`config.mk`:
```
export PLATFORM = sky130hd
export DESIGN_NAME = keypad_servo_position_control_unit
export DESIGN_NICKNAME = d
export VERILOG_FILES = /design/src/hdl/ksp_pkg.sv /design/src/hdl/keypad_servo_position_control_unit.sv
export SDC_FILE = /design/constraint.sdc
export NUM_CORES = 1
export LEC_CHECK = 0
export ABC_CLOCK_PERIOD_IN_PS = 5940
export BUFFER_PORTS_ARGS = -buffer_cell sky130_fd_sc_hd__buf_2
export CORE_MARGIN = 10
export CORE_UTILIZATION = 65
export DETAILED_ROUTE_END_ITERATION = 6
export HOLD_SLACK_MARGIN = 0.15
export MAX_ROUTING_LAYER = met4
export PLACE_DENSITY = 0.86
export REMOVE_ABC_BUFFERS = 1
export SLEW_MARGIN = 0
export SYNTH_ARGS = -nofsm -noshare
export SYNTH_HDL_FRONTEND = slang
export SYNTH_SLANG_ARGS = --single-unit
```
`constraint.sdc`:
```
create_clock -name clk_i -period 5.94 [get_ports clk_i]
set_input_delay 1.188 -clock clk_i [delete_from_list [all_inputs] [get_ports clk_i]]
set_output_delay 1.188 -clock clk_i [all_outputs]
set_load 0.02 [all_outputs]
```
`src/hdl/ksp_pkg.sv`:
```
// Shared types, constants and functions of the keypad servo position control unit.
package ksp_pkg;

  // Configuration register indexes.
  localparam logic [3:0] CfgDebounce    = 4'd0;
  localparam logic [3:0] CfgCountMax    = 4'd1;
  localparam logic [3:0] CfgCompareBase = 4'd2;
  localparam logic [3:0] CfgCompareStep = 4'd3;

  localparam int unsigned CfgAddrW = 4;
  localparam int unsigned CfgDataW = 16;

  // Register reset values.
  localparam logic [15:0] DebounceReset    = 16'd50;
  localparam logic [3:0]  CountMaxReset    = 4'd9;
  localparam logic [7:0]  CompareBaseReset = 8'd14;
  localparam logic [3:0]  CompareStepReset = 4'd2;

  // Keys with an action.
  localparam logic [3:0] KeyUp   = 4'h9;
  localparam logic [3:0] KeyDown = 4'h1;
  localparam logic [3:0] KeyLoad = 4'hD;

  typedef enum logic [1:0] {
    PhScan    = 2'd0,
    PhPress   = 2'd1,
    PhRelease = 2'd2,
    PhPost    = 2'd3
  } phase_e;

  // One result transaction.
  typedef struct packed {
    logic [3:0] column_drive;
    logic       key_valid;
    logic [3:0] key_code;
    logic [3:0] position_count;
    logic [5:0] display_bits;
    logic [7:0] servo_compare;
  } res_t;

  // Key code for a row and a column of the keypad.
  function automatic logic [3:0] key_lookup(input logic [1:0] row, input logic [1:0] col);
    logic [3:0] code;
    code = 4'h0;
    unique case ({row, col})
      4'b00_00: code = 4'hD;
      4'b00_01: code = 4'hF;
      4'b00_10: code = 4'h0;
      4'b00_11: code = 4'hE;
      4'b01_00: code = 4'hC;
      4'b01_01: code = 4'h3;
      4'b01_10: code = 4'h2;
      4'b01_11: code = 4'h1;
      4'b10_00: code = 4'hB;
      4'b10_01: code = 4'h6;
      4'b10_10: code = 4'h5;
      4'b10_11: code = 4'h4;
      4'b11_00: code = 4'hA;
      4'b11_01: code = 4'h9;
      4'b11_10: code = 4'h8;
      4'b11_11: code = 4'h7;
      default:  code = 4'h0;
    endcase
    return code;
  endfunction

endpackage

```
`src/hdl/keypad_servo_position_control_unit.sv`:
```
// Top level of the keypad scanner with saturating servo position count.
//
//   channel | signals                                   | role
//   --------+-------------------------------------------+----------------------------
//   input   | in_valid_i, in_ready_o, row_levels_i      | one tick of row pin levels
//   output  | out_valid_o, out_ready_i, column_drive_o, | state after the tick, key
//           | key_valid_o, key_code_o, ...              | event and servo compare
//   config  | cfg_we_i, cfg_addr_i, cfg_wdata_i         | register writes, no wait
//
// Each tick transaction is applied to the scanner state in the cycle it is accepted and
// its result appears in the output register on the next cycle, or in the skid register
// while the output is stalled: one tick per cycle while input ready is high.
// A two-entry output (result register plus skid register) keeps input ready for one more
// tick after the output stalls; input ready drops only while the skid entry is full.
// Reset restores the register defaults, scanning at column 0, count 0 and compare 14.
module keypad_servo_position_control_unit #(
  parameter int unsigned TIMER_BITS = 16
) (
  input  logic                         clk_i,
  input  logic                         rst_ni,
  input  logic                         cfg_we_i,
  input  logic [ksp_pkg::CfgAddrW-1:0] cfg_addr_i,
  input  logic [ksp_pkg::CfgDataW-1:0] cfg_wdata_i,
  input  logic                         in_valid_i,
  output logic                         in_ready_o,
  input  logic [3:0]                   row_levels_i,
  output logic                         out_valid_o,
  input  logic                         out_ready_i,
  output logic [3:0]                   column_drive_o,
  output logic                         key_valid_o,
  output logic [3:0]                   key_code_o,
  output logic [3:0]                   position_count_o,
  output logic [5:0]                   display_bits_o,
  output logic [7:0]                   servo_compare_o
);

  localparam logic [TIMER_BITS-1:0] TimerOne = TIMER_BITS'(1);

  // Configuration registers.
  logic [15:0] debounce_q;
  logic [3:0]  count_max_q;
  logic [7:0]  cmp_base_q;
  logic [3:0]  cmp_step_q;

  always_ff @(posedge clk_i or negedge rst_ni) begin
    if (!rst_ni) begin
      debounce_q  <= ksp_pkg::DebounceReset;
      count_max_q <= ksp_pkg::CountMaxReset;
      cmp_base_q  <= ksp_pkg::CompareBaseReset;
      cmp_step_q  <= ksp_pkg::CompareStepReset;
    end else if (cfg_we_i) begin
      unique case (cfg_addr_i)
        ksp_pkg::CfgDebounce:    debounce_q  <= cfg_wdata_i;
        ksp_pkg::CfgCountMax:    count_max_q <= cfg_wdata_i[3:0];
        ksp_pkg::CfgCompareBase: cmp_base_q  <= cfg_wdata_i[7:0];
        ksp_pkg::CfgCompareStep: cmp_step_q  <= cfg_wdata_i[3:0];
        default: ;
      endcase
    end
  end

  // Scanner state.
  ksp_pkg::phase_e       phase_q, phase_d;
  logic [1:0]            col_q, col_d;
  logic [1:0]            row_q, row_d;
  logic [3:0]            key_q, key_d;
  logic [TIMER_BITS-1:0] timer_q, timer_d;
  logic [3:0]            count_q, count_d;
  logic [7:0]            cmp_q, cmp_d;

  logic                  fire_in, fire_out;
  logic                  key_fire;
  logic [TIMER_BITS-1:0] wait_len;
  logic [TIMER_BITS+15:0] deb_ext;
  logic                  timer_last;
  logic [7:0]            cmp_prod;
  logic [8:0]            cmp_sum;
  ksp_pkg::res_t         res_new;

  // Wait length masked to the timer width; zero acts as one.
  assign deb_ext    = {{TIMER_BITS{1'b0}}, debounce_q};
  assign wait_len   = (deb_ext[TIMER_BITS-1:0] == '0) ? TimerOne : deb_ext[TIMER_BITS-1:0];
  assign timer_last = (timer_q == '0) || (timer_q == TimerOne);
  assign cmp_prod   = {4'b0000, cmp_step_q} * {4'b0000, count_q};
  assign cmp_sum    = {1'b0, cmp_base_q} + {1'b0, cmp_prod};

  always_comb begin
    phase_d  = phase_q;
    col_d    = col_q;
    row_d    = row_q;
    key_d    = key_q;
    timer_d  = timer_q;
    count_d  = count_q;
    cmp_d    = cmp_q;
    key_fire = 1'b0;
    unique case (phase_q)
      ksp_pkg::PhScan: begin
        priority if (!row_levels_i[0]) begin
          row_d = 2'd0;
        end else if (!row_levels_i[1]) begin
          row_d = 2'd1;
        end else if (!row_levels_i[2]) begin
          row_d = 2'd2;
        end else if (!row_levels_i[3]) begin
          row_d = 2'd3;
        end else begin
          row_d = row_q;
        end
        if (row_levels_i != 4'hF) begin
          key_d   = ksp_pkg::key_lookup(row_d, col_q);
          timer_d = wait_len;
          phase_d = ksp_pkg::PhPress;
        end else begin
          col_d = col_q + 2'd1;
        end
      end
      ksp_pkg::PhPress: begin
        if (timer_last) begin
          timer_d = '0;
          phase_d = ksp_pkg::PhRelease;
        end else begin
          timer_d = timer_q - TimerOne;
        end
      end
      ksp_pkg::PhRelease: begin
        if (row_levels_i[row_q]) begin
          timer_d = wait_len;
          phase_d = ksp_pkg::PhPost;
        end
      end
      ksp_pkg::PhPost: begin
        if (timer_last) begin
          timer_d  = '0;
          key_fire = 1'b1;
          col_d    = 2'd0;
          phase_d  = ksp_pkg::PhScan;
          if (key_q == ksp_pkg::KeyUp && count_q < count_max_q) begin
            count_d = count_q + 4'd1;
          end
          if (key_q == ksp_pkg::KeyDown && count_q != 4'd0) begin
            count_d = count_q - 4'd1;
          end
          if (key_q == ksp_pkg::KeyLoad) begin
            cmp_d = cmp_sum[8] ? 8'hFF : cmp_sum[7:0];
          end
        end else begin
          timer_d = timer_q - TimerOne;
        end
      end
      default: ;
    endcase

    res_new.column_drive   = ~(4'b0001 << col_d);
    res_new.key_valid      = key_fire;
    res_new.key_code       = key_fire ? key_q : 4'h0;
    res_new.position_count = count_d;
    res_new.display_bits   = {count_d[0], count_d[1], count_d[2], count_d[3], 2'b00};
    res_new.servo_compare  = cmp_d;
  end

  always_ff @(posedge clk_i or negedge rst_ni) begin
    if (!rst_ni) begin
      phase_q <= ksp_pkg::PhScan;
      col_q   <= 2'd0;
      row_q   <= 2'd0;
      key_q   <= 4'h0;
      timer_q <= '0;
      count_q <= 4'd0;
      cmp_q   <= ksp_pkg::CompareBaseReset;
    end else if (fire_in) begin
      phase_q <= phase_d;
      col_q   <= col_d;
      row_q   <= row_d;
      key_q   <= key_d;
      timer_q <= timer_d;
      count_q <= count_d;
      cmp_q   <= cmp_d;
    end
  end

  // Output register with a skid entry behind it.
  logic          out_vld_q, skid_vld_q;
  ksp_pkg::res_t out_q, skid_q;

  assign in_ready_o = !skid_vld_q;
  assign fire_in    = in_valid_i && in_ready_o;
  assign fire_out   = out_vld_q && out_ready_i;

  always_ff @(posedge clk_i or negedge rst_ni) begin
    if (!rst_ni) begin
      out_vld_q  <= 1'b0;
      skid_vld_q <= 1'b0;
    end else begin
      if (fire_out) begin
        if (skid_vld_q) begin
          skid_vld_q <= 1'b0;
        end else if (!fire_in) begin
          out_vld_q <= 1'b0;
        end
      end else if (fire_in) begin
        if (out_vld_q) begin
          skid_vld_q <= 1'b1;
        end else begin
          out_vld_q <= 1'b1;
        end
      end
    end
  end

  always_ff @(posedge clk_i) begin
    if (fire_out && skid_vld_q) begin
      out_q <= skid_q;
    end else if (fire_in && (fire_out || !out_vld_q)) begin
      out_q <= res_new;
    end
    if (fire_in && out_vld_q && !fire_out) begin
      skid_q <= res_new;
    end
  end

  assign out_valid_o      = out_vld_q;
  assign column_drive_o   = out_q.column_drive;
  assign key_valid_o      = out_q.key_valid;
  assign key_code_o       = out_q.key_code;
  assign position_count_o = out_q.position_count;
  assign display_bits_o   = out_q.display_bits;
  assign servo_compare_o  = out_q.servo_compare;

endmodule

```
==> results.json, run 1 <==
{
  "status": "finished, final reports clean",
  "critPathMaxFanout": 10,
  "synthFlopType": "dfrtp_1",
  "core_um2": 9684,
  "wl_per_cell_um": 18.24,
  "syn_area_um2": 6411,
  "synth-edff-count": 42,
  "utilization_pct": 75.56,
  "gp_congestion": 0.8832,
  "postCtsHoldBufs": 0,
  "syn2layout_area_growth_pct": 14.13,
  "cts_resized": 0,
  "worstSetupEndpointType": "flip-flop",
  "ir_worst_vdd_v": 0.0002763,
  "drive_above_1_share_pct": 23.54,
  "yosys-top-cells-count": "dfrtp_1 (60), nand2_1 (60), o21ai_0 (50)",
  "synth_top_family_by_area": "compound AO/OA/AOI/OAI gates",
  "synthAdderAreaFrac_pct": 9.251,
  "grt_pass1_vias": 4977,
  "fin_nets": 725,
  "num_antenna_cells": 0,
  "clkTransAtPathRegs_ps": 60,
  "slew_headroom_pct": 7.965,
  "gr-total-overflow": 0,
  "clock_sinks": 114,
  "yosys_warnings": 0,
  "antenna_found_initial": 0,
  "synth_area_leader_cell": "dfrtp_1",
  "tritoncts": "built",
  "rsz0062_at_grt": "false",
  "ys_async_sr_fraction_pct": 63.16,
  "cts_made_buffers": 17,
  "final_max_slew_viol_count": 0,
  "dieArea_um2": 14240,
  "vias": 4922,
  "row_count": 36,
  "synth_xor_area_share_pct": 1.503,
  "h-tree-depth": 4,
  "synth_cell_type_count": 58,
  "synth_seq_cells": 114,
  "start_util_pct": 66.20,
  "min_path_type": "flip-flop to flip-flop",
  "min_period_ps": 4422,
  "fmax_mhz": 226.1,
  "skew_ps": 9.763,
  "dr.first_iter.drc_count": 356,
  "cp.required_ps": 6310,
  "clockBufferDepth": 2,
  "p_leak_uw": 0.003201,
  "synth-simple-area-share_pct": 14.27,
  "grt_max_degree": 73,
  "wl_um": 14590,
  "synth_area_per_cell_um2": 10.67,
  "grt_pass1_wl_um": 24520,
  "ys_seq_area_share_pct": 48.01,
  "period_share_pct": 74.45,
  "die_w_um": 119.3,
  "synth_area_leaders": "dfrtp_1 (23%), edfxtp_1 (20%), mux2_2 (7.2%)",
  "critPathLaunchType": "flip-flop",
  "dr.pass1.iters": 5,
  "cap_violations": 0,
  "hold_viol": 0,
  "top_level_ports": 58,
  "cp.arrival_ps": 4790,
  "die_h_um": 119.3,
  "postRouteAntennaNets": 0,
  "muxShareOfSynthArea_pct": 8.021,
  "synthCells": 601,
  "dpl.hpwl_um": 10250,
  "clock_latency_ps": 510,
  "power_density_nw_per_um2": 427.8,
  "synth-compound-area-share_pct": 14.93,
  "io_buffer_count": 55,
  "viasPerCell": 6.153,
  "drc_errors": 0,
  "critPathKind": "flip-flop to flip-flop",
  "track_usage_pct": 21.46,
  "synth_top_cell_area_share_pct": 23.42,
  "cts-root-buf": "clkbuf_8",
  "cts_setup_buffers": 0,
  "worst_pin_slew_ps": 1378,
  "setup_tns_ps": 0,
  "setup_viol": 0
}
[power by group]
group,total (uW),internal [uW],switching [uW]
Clock,924,581,343
Sequential,1210,1050,153
Combinational,998,341,658
[metrics by stage]
step	total power (uW)	cells	area (um^2)	worst slack, ps	hold slack, ps
after floorplan	1879	578	6300	1934	468.8
after global placement	2131	768	6765	1755	488.6
after detailed placement	2192	768	6765	1576	497.4
after CTS	3129	800	7317	1527	506.2
after global routing	3304	800	7317	1187	524.8
final	3130	800	7317	1518	508.4
[state kept, by name, indices dropped and copies added (netlist names), 2 cells and up]
| signal | cells |
|---|---|
| count_q | 4 |
| key_q | 4 |
| col_q | 2 |
| cmp_step_q | 4 |
| debounce_q | 16 |
| cmp_base_q | 8 |
| position_count_o | 3 |
| key_code_o | 4 |
| cmp_q | 8 |
| phase_q | 2 |
| row_q | 2 |
| timer_q | 16 |
| column_drive_o | 4 |
| skid_q | 21 |
| servo_compare_o | 8 |
| count_max_q | 4 |
[area by class of cell]
type	count	area, um^2
timing repair buffer	57	290.3
sequential	114	3078
clock buffer	24	503.0
clock inverter	8	48.80
inverter	37	138.9
multi-input combinational	427	3092
fill	604	2367
tap	133	166.4
[routing by layer]
metal	global-route usage [%]	up-vias	share of wire [%]	routed length (um)
li1	-	2284	-	-
met1	25.72	2401	42	6138
met2	35.48	209	50	7331
met3	4.535	28	6.1	891
met4	7.164	0	1.6	228
met5	-	-	0	0
[cells in the final DEF (no fill, tap or decap), types with 5 or more instances in the layout]
cell / count
a211oi_1: 12
a21o_1: 8
a21oi_1: 36
a2bb2oi_1: 5
a32oi_1: 6
and2_1: 18
buf_2: 55
clkbuf_16: 18
dfrtp_1: 60
dfstp_2: 12
edfxtp_1: 42
fa_1: 9
ha_1: 33
inv_1: 37
mux2_2: 41
nand2_1: 60
nand3_1: 9
nand4_1: 5
nor2_1: 33
nor3_1: 15
nor4_1: 5
o21ai_0: 50
o31ai_1: 7
xnor2_1: 7
[path summary, 6_finish.rpt]
path                            endpoint  startpoint  slack (ps)  cells after the start
hold / removal                  cmp_q[3]    cmp_q[3]         510                      2
max in group asynchronous    timer_q[12]      rst_ni        4450                      2
setup reg to reg                cmp_q[6]  count_q[2]        1520                     12
hold reg to reg                 cmp_q[3]    cmp_q[3]         510                      2
setup / recovery                cmp_q[6]  count_q[2]        1520                     12
min in group asynchronous  cmp_base_q[4]      rst_ni         890                      2
[cell families after synthesis]
group                      after synthesis
and+or+nand+nor                        175
AOI/OAI and AO/OA                      152
DFF                                    114
buffers and inverters                   61
muxes                                   45
adders and majority gates               42
xor gates and xnor gates                11
other                                    1
[worst max-delay path, stage by stage (launching register included)]
cell and delay [ps]:
dfrtp_1 530, nand2_1 120, fa_1 520, fa_1 520
fa_1 520, inv_1 40, ha_1 350, o21ai_0 240
o21ai_0 170, a211o_1 330, a21o_1 290, a21oi_1 480
a21oi_1 160
Note: power is estimated with default switching activity, not from simulation.
==> inputs of run 2 (changes only) <==
--- a/config.mk
+++ b/config.mk
@@ -5,14 +5,14 @@
 export SDC_FILE = /design/constraint.sdc
 export NUM_CORES = 1
 export LEC_CHECK = 0
-export ABC_CLOCK_PERIOD_IN_PS = 5940
+export ABC_CLOCK_PERIOD_IN_PS = 4500
 export BUFFER_PORTS_ARGS = -buffer_cell sky130_fd_sc_hd__buf_2
 export CORE_MARGIN = 10
-export CORE_UTILIZATION = 65
+export CORE_UTILIZATION = 60
 export DETAILED_ROUTE_END_ITERATION = 6
 export HOLD_SLACK_MARGIN = 0.15
 export MAX_ROUTING_LAYER = met4
-export PLACE_DENSITY = 0.86
+export PLACE_DENSITY = 0.8
 export REMOVE_ABC_BUFFERS = 1
 export SLEW_MARGIN = 0
 export SYNTH_ARGS = -nofsm -noshare
==> constraint.sdc (replaced) <==
create_clock -name clk_i -period 4.5 [get_ports clk_i]
set_input_delay 0.9 -clock clk_i [delete_from_list [all_inputs] [get_ports clk_i]]
set_output_delay 0.9 -clock clk_i [all_outputs]
set_load 0.02 [all_outputs]
==> run 2 against run 1 <==
Count of clock-buffer cells in the layout is 5 lower. Total power is 31% higher. Final cell count is 0.88% higher. Critical path depth stayed put. Via count fell by 0.91%. Worst setup slack worse by 1300 ps. Utilization fell by 4.6 points. Clock power rose by 32%. First-iteration DRC count rose by 7.0%. Die area increased by 6.9%. Clock skew shrank 1.8 ps. Hold slack got worse by 76 ps. Largest power group unchanged.
==> results.json, run 2 (same netlist as run 1, synthesis figures left out) <==
{
  "worstReg2RegStart": "cmp_step_q[1]",
  "swShare_pct": 36.45,
  "fin_nets": 729,
  "setup_tns_ps": 0,
  "die_h_um": 123.4,
  "syn2layout_area_growth_pct": 14.77,
  "grt_pass1_wl_um": 23580,
  "worst_pin_slew_ps": 1199,
  "placed_area_um2": 6799,
  "clkPwrFrac_pct": 29.8,
  "period_share_pct": 95.62,
  "row_count": 37,
  "dr.first_iter.drc_count": 381,
  "dp.cells": 775,
  "postCtsHoldBufs": 0,
  "cts_made_buffers": 17,
  "min_path_type": "input port to async pin",
  "vias": 4877,
  "regArea_um2": 3078,
  "cts-root-buf": "clkbuf_8",
  "top_level_ports": 58,
  "wl_per_cell_um": 17.45,
  "finalNonFillerCells": 807,
  "switching_power_uw": 1500,
  "clock_sinks": 114,
  "setup_viol": 0,
  "core_um2": 10370,
  "cp.arrival_ps": 4550,
  "dieArea_um2": 15220,
  "drc_errors": 0,
  "dr.pass1.iters": 5,
  "drive_above_1_share_pct": 24.44,
  "start_util_pct": 61.82,
  "power.total_uw": 4115,
  "largest_register": "skid_q",
  "postRouteAntennaNets": 0,
  "cts_setup_buffers": 0,
  "final_max_slew_viol_count": 0,
  "r2r_slack_ps": 200,
  "worstSetupEndpointType": "flip-flop",
  "fillers": 749,
  "hold_viol": 0,
  "dpl.hpwl_um": 10120,
  "status": "finished, final reports clean",
  "die_w_um": 123.4,
  "largest_reg_flops": 21,
  "grt_max_degree": 42,
  "rsz0062_at_grt": "false",
  "ir_worst_vdd_v": 0.0003717,
  "finalInstanceArea_um2": 7358,
  "clkTransAtPathRegs_ps": 60,
  "cp.required_ps": 4750,
  "comb_power_share_pct": 31.6,
  "utilization_pct": 70.96,
  "cp_top_family": "adder cells",
  "tritoncts": "built",
  "seqPwrFrac_pct": 38.7,
  "clock_latency_ps": 520,
  "grt_pass1_vias": 4911,
  "skew_ps": 7.991,
  "fmax_mhz": 232.4,
  "min_period_ps": 4303,
  "layout_common_cells": "nand2_1 (60), dfrtp_1 (60), buf_2 (55)",
  "cp_slowest_cell": "dfstp_2",
  "cts_resized": 0,
  "critPathKind": "flip-flop to flip-flop",
  "cp_num_buf_inv": 1,
  "top_regs": "skid_q (21), debounce_q (16), timer_q (16)",
  "p_leak_uw": 0.003226,
  "p_int_uw": 2615,
  "num_antenna_cells": 0,
  "io_buffer_count": 55,
  "path_cells": "nand2_1 > fa_1 > fa_1 > fa_1 > inv_1 > ha_1 > o21ai_0 > o21ai_1 > a211o_1 > a21o_1 > a211oi_2 > o31ai_1",
  "viasPerCell": 6.043,
  "antenna_found_initial": 0,
  "clockBufferDepth": 2,
  "critPathMaxFanout": 8,
  "gp_congestion": 0.9054,
  "track_usage_pct": 19.85,
  "r2r-end": "servo_compare_o[1]",
  "wl_um": 14090,
  "gr-total-overflow": 0,
  "power_density_nw_per_um2": 559.2,
  "multiInputGateArea_um2": 3110,
  "slew_headroom_pct": 19.62,
  "cap_violations": 0,
  "reg2reg_depth": 12,
  "cp_common_cell": "fa_1",
  "max_stage_delay_ps": 550,
  "h-tree-depth": 4,
  "critPathLaunchType": "flip-flop"
}
run 2: how the worst max path moves through the flow:
stage | depth (start not counted) | startpoint | slack (ps) | end
final | 12 | cmp_step_q[1] | 200 | servo_compare_o[1]
after global routing | 12 | cmp_step_q[1] | 10 | servo_compare_o[1]
after CTS | 12 | cmp_step_q[1] | 110 | servo_compare_o[1]
after detailed placement | 12 | cmp_step_q[1] | 170 | servo_compare_o[1]
after global placement | 12 | cmp_step_q[1] | 330 | servo_compare_o[0]
after floorplan | 12 | cmp_step_q[1] | 490 | servo_compare_o[0]
run 2: worst register-to-register path, stage by stage, from the launching register on:
cell,delay [ps]
dfstp_2,550
nand2_1,80
fa_1,500
fa_1,510
fa_1,520
inv_1,40
ha_1,360
o21ai_0,260
o21ai_1,130
a211o_1,310
a21o_1,320
a211oi_2,350
o31ai_1,120
run 2: layer usage:
layer | vias to the layer above | GRT usage (%) | wire length [um]
met5 | - | - | 0
met4 | 0 | 6.696 | 225
met3 | 28 | 4.011 | 907
met2 | 168 | 32.72 | 6886
met1 | 2383 | 23.90 | 6065
li1 | 2298 | - | -
run 2: through the flow:
step,worst slack [ps],hold WS [ps]
after floorplan,494.0,468.8
after global placement,328.7,490.1
after detailed placement,173.3,493.9
after CTS,107.1,451.3
after global routing,12.13,476.7
final,196.9,432.7
run 2: final cells by class:
class / count / share of cell area [%]
clock buffer: 19 / 5.730
tap: 136 / 2.313
inverter: 37 / 1.887
sequential: 114 / 41.83
clock inverter: 13 / 1.615
timing repair buffer: 61 / 4.353
multi-input combinational: 427 / 42.27
run 2: power by group through the flow:
stage	clock network (uW)	registers, uW	logic [uW]
2_1_floorplan	0	1660	822
5_1_grt	1280	1630	1440
4_1_cts	1230	1590	1290
6_report	1220	1590	1300
3_5_place_dp	0	1600	1280
3_3_place_gp	0	1580	1230
==> inputs of run 3 (changes only) <==
--- a/config.mk
+++ b/config.mk
@@ -10,6 +10,7 @@
 export CORE_MARGIN = 10
 export CORE_UTILIZATION = 60
 export DETAILED_ROUTE_END_ITERATION = 6
+export GPL_TIMING_DRIVEN = 0
 export HOLD_SLACK_MARGIN = 0.15
 export MAX_ROUTING_LAYER = met4
 export PLACE_DENSITY = 0.8
==> run 3 against run 2 <==
Non-clock buffer count fell by 3. Die area is the same. Hold slack lost 210 ps. Final area increased by 0.12%. Combinational power about the same. Final cell count decreased by 0.37%. Global-route usage shrank 0.28 points. Count of clock-buffer cells in the layout grew 8. Critical endpoint is now servo_compare_o[2].
==> results.json, run 3 (same netlist as run 1, synthesis figures left out) <==
{
  "status": "finished, final reports clean",
  "num_antenna_cells": 0,
  "io_buffer_count": 55,
  "top_level_ports": 58,
  "final_max_slew_viol_count": 0,
  "cp.required_ps": 4750,
  "layout_commonest_cell": "nand2_1",
  "period_share_pct": 95.09,
  "grt_pass1_vias": 4783,
  "skew_ps": 7.002,
  "postRouteAntennaNets": 0,
  "fin_nets": 726,
  "syn2layout_area_growth_pct": 14.91,
  "min_period_ps": 4279,
  "h-tree-depth": 4,
  "largest_reg_flops": 21,
  "wl_per_cell_um": 17.17,
  "wl_um": 13800,
  "fmax_mhz": 233.7,
  "p_leak_uw": 0.003210,
  "viasPerCell": 5.898,
  "dr.pass1.iters": 5,
  "layout_common_cells": "nand2_1 (60), dfrtp_1 (57), buf_2 (54)",
  "critPathLaunchType": "flip-flop",
  "gr-total-overflow": 0,
  "core_um2": 10370,
  "path_cells": "nand2_1 > fa_1 > fa_1 > fa_1 > inv_1 > ha_1 > o21ai_1 > o21ai_0 > a211o_1 > a21o_1 > a211oi_2 > o31ai_1",
  "postCtsHoldBufs": 0,
  "placed_area_um2": 6810,
  "antenna_found_initial": 0,
  "setup_tns_ps": 0,
  "power.total_uw": 4074,
  "finalInstanceArea_um2": 7367,
  "worst_pin_slew_ps": 1200,
  "cap_violations": 0,
  "largest_register": "skid_q",
  "die_w_um": 123.4,
  "cts_setup_buffers": 0,
  "setup_viol": 0,
  "worstReg2RegStart": "cmp_step_q[1]",
  "worstSetupEndpointType": "flip-flop",
  "slew_headroom_pct": 19.84,
  "clockBufferDepth": 2,
  "drive_above_1_share_pct": 24.55,
  "dieArea_um2": 15220,
  "die_h_um": 123.4,
  "track_usage_pct": 19.57,
  "hold_viol": 0,
  "max_stage_delay_ps": 560,
  "ir_worst_vdd_v": 0.0003346,
  "cp_common_cell": "fa_1",
  "r2r-end": "servo_compare_o[2]",
  "clock_sinks": 114,
  "min_path_type": "input port to async pin",
  "cts_made_buffers": 17,
  "start_util_pct": 61.82,
  "row_count": 37,
  "tritoncts": "built",
  "cp_slowest_cell": "dfstp_2",
  "power_density_nw_per_um2": 553.1,
  "reg2reg_depth": 12,
  "critPathKind": "flip-flop to flip-flop",
  "top_regs": "skid_q (21), debounce_q (16), timer_q (16)",
  "dr.first_iter.drc_count": 411,
  "dpl.hpwl_um": 10100,
  "cts-root-buf": "clkbuf_8",
  "grt_max_degree": 63,
  "rsz0062_at_grt": "false",
  "vias": 4742,
  "critPathMaxFanout": 8,
  "clock_latency_ps": 520,
  "drc_errors": 0,
  "gp_congestion": 0.8739,
  "clkTransAtPathRegs_ps": 50,
  "cp.arrival_ps": 4530,
  "grt_pass1_wl_um": 23110,
  "r2r_slack_ps": 220
}
run 3: changes by cell type in the layout (fill, tap and decap cells not counted), moves of 3 or more:
cell	previous run	this run
clkbuf_1	2	5
clkbuf_8	1	6
buf_4	6	1
clkinv_2	7	4
dfrtp_2	0	3
dfrtp_1	60	57
run 3: area by class of cell:
class / count / area (um^2)
clock buffer: 27 / 501.7
multi-input combinational: 427 / 3115
tap: 136 / 170.2
clock inverter: 5 / 27.53
timing repair buffer: 58 / 331.6
fill: 735 / 3003
sequential: 114 / 3082
inverter: 37 / 138.9
run 3: how the worst max path moves through the flow:
stage	startpoint	to
floorplan	cmp_step_q[1]	servo_compare_o[0]
global placement	count_q[2]	servo_compare_o[0]
detailed placement	count_q[2]	servo_compare_o[0]
CTS	count_q[2]	servo_compare_o[2]
global route	cmp_step_q[1]	servo_compare_o[2]
finish	cmp_step_q[1]	servo_compare_o[2]
run 3: repair_timing:
item                                   CTS  global route
gates resized for setup                  0             9
setup endpoints to repair                0            18
endpoints found under the hold margin    0             0
run 3: worst max-delay path: cells and delay by family (launching register included):
| kind | cells | cell delay [ps] |
|---|---|---|
| buf+inv | 1 | 40 |
| flops | 1 | 560 |
| fa+ha+maj | 4 | 1870 |
| compound gates | 6 | 1470 |
| simple gates | 1 | 80 |
run 3: power breakdown:
part / internal, uW / leakage [uW] / total (uW) / switching (uW)
Sequential: 1390 / 0.00127 / 1590 / 196
Clock: 745 / 0.000262 / 1180 / 437
Combinational: 461 / 0.00168 / 1310 / 846
run 3: metrics by stage:
stage | worst slack [ps] | hold WS, ps | utilization (%) | cells
3_5_place_dp | 100.2 | 494.0 | 65.67 | 772
2_1_floorplan | 494.0 | 468.8 | - | 578
3_3_place_gp | 208.5 | 492.0 | 65.05 | 769
4_1_cts | 48.47 | 216.9 | 70.78 | 804
6_report | 220.8 | 220.5 | 71.04 | 804
5_1_grt | 3.133 | 208.0 | 71.04 | 804
run 3: routing by layer:
layer / global-route usage [%] / up-vias / routed length, um
met4: 7.933 / 0 / 250
li1: - / 2290 / -
met2: 31.29 / 144 / 6703
met5: - / - / 0
met1: 23.23 / 2283 / 6014
met3: 4.968 / 25 / 834
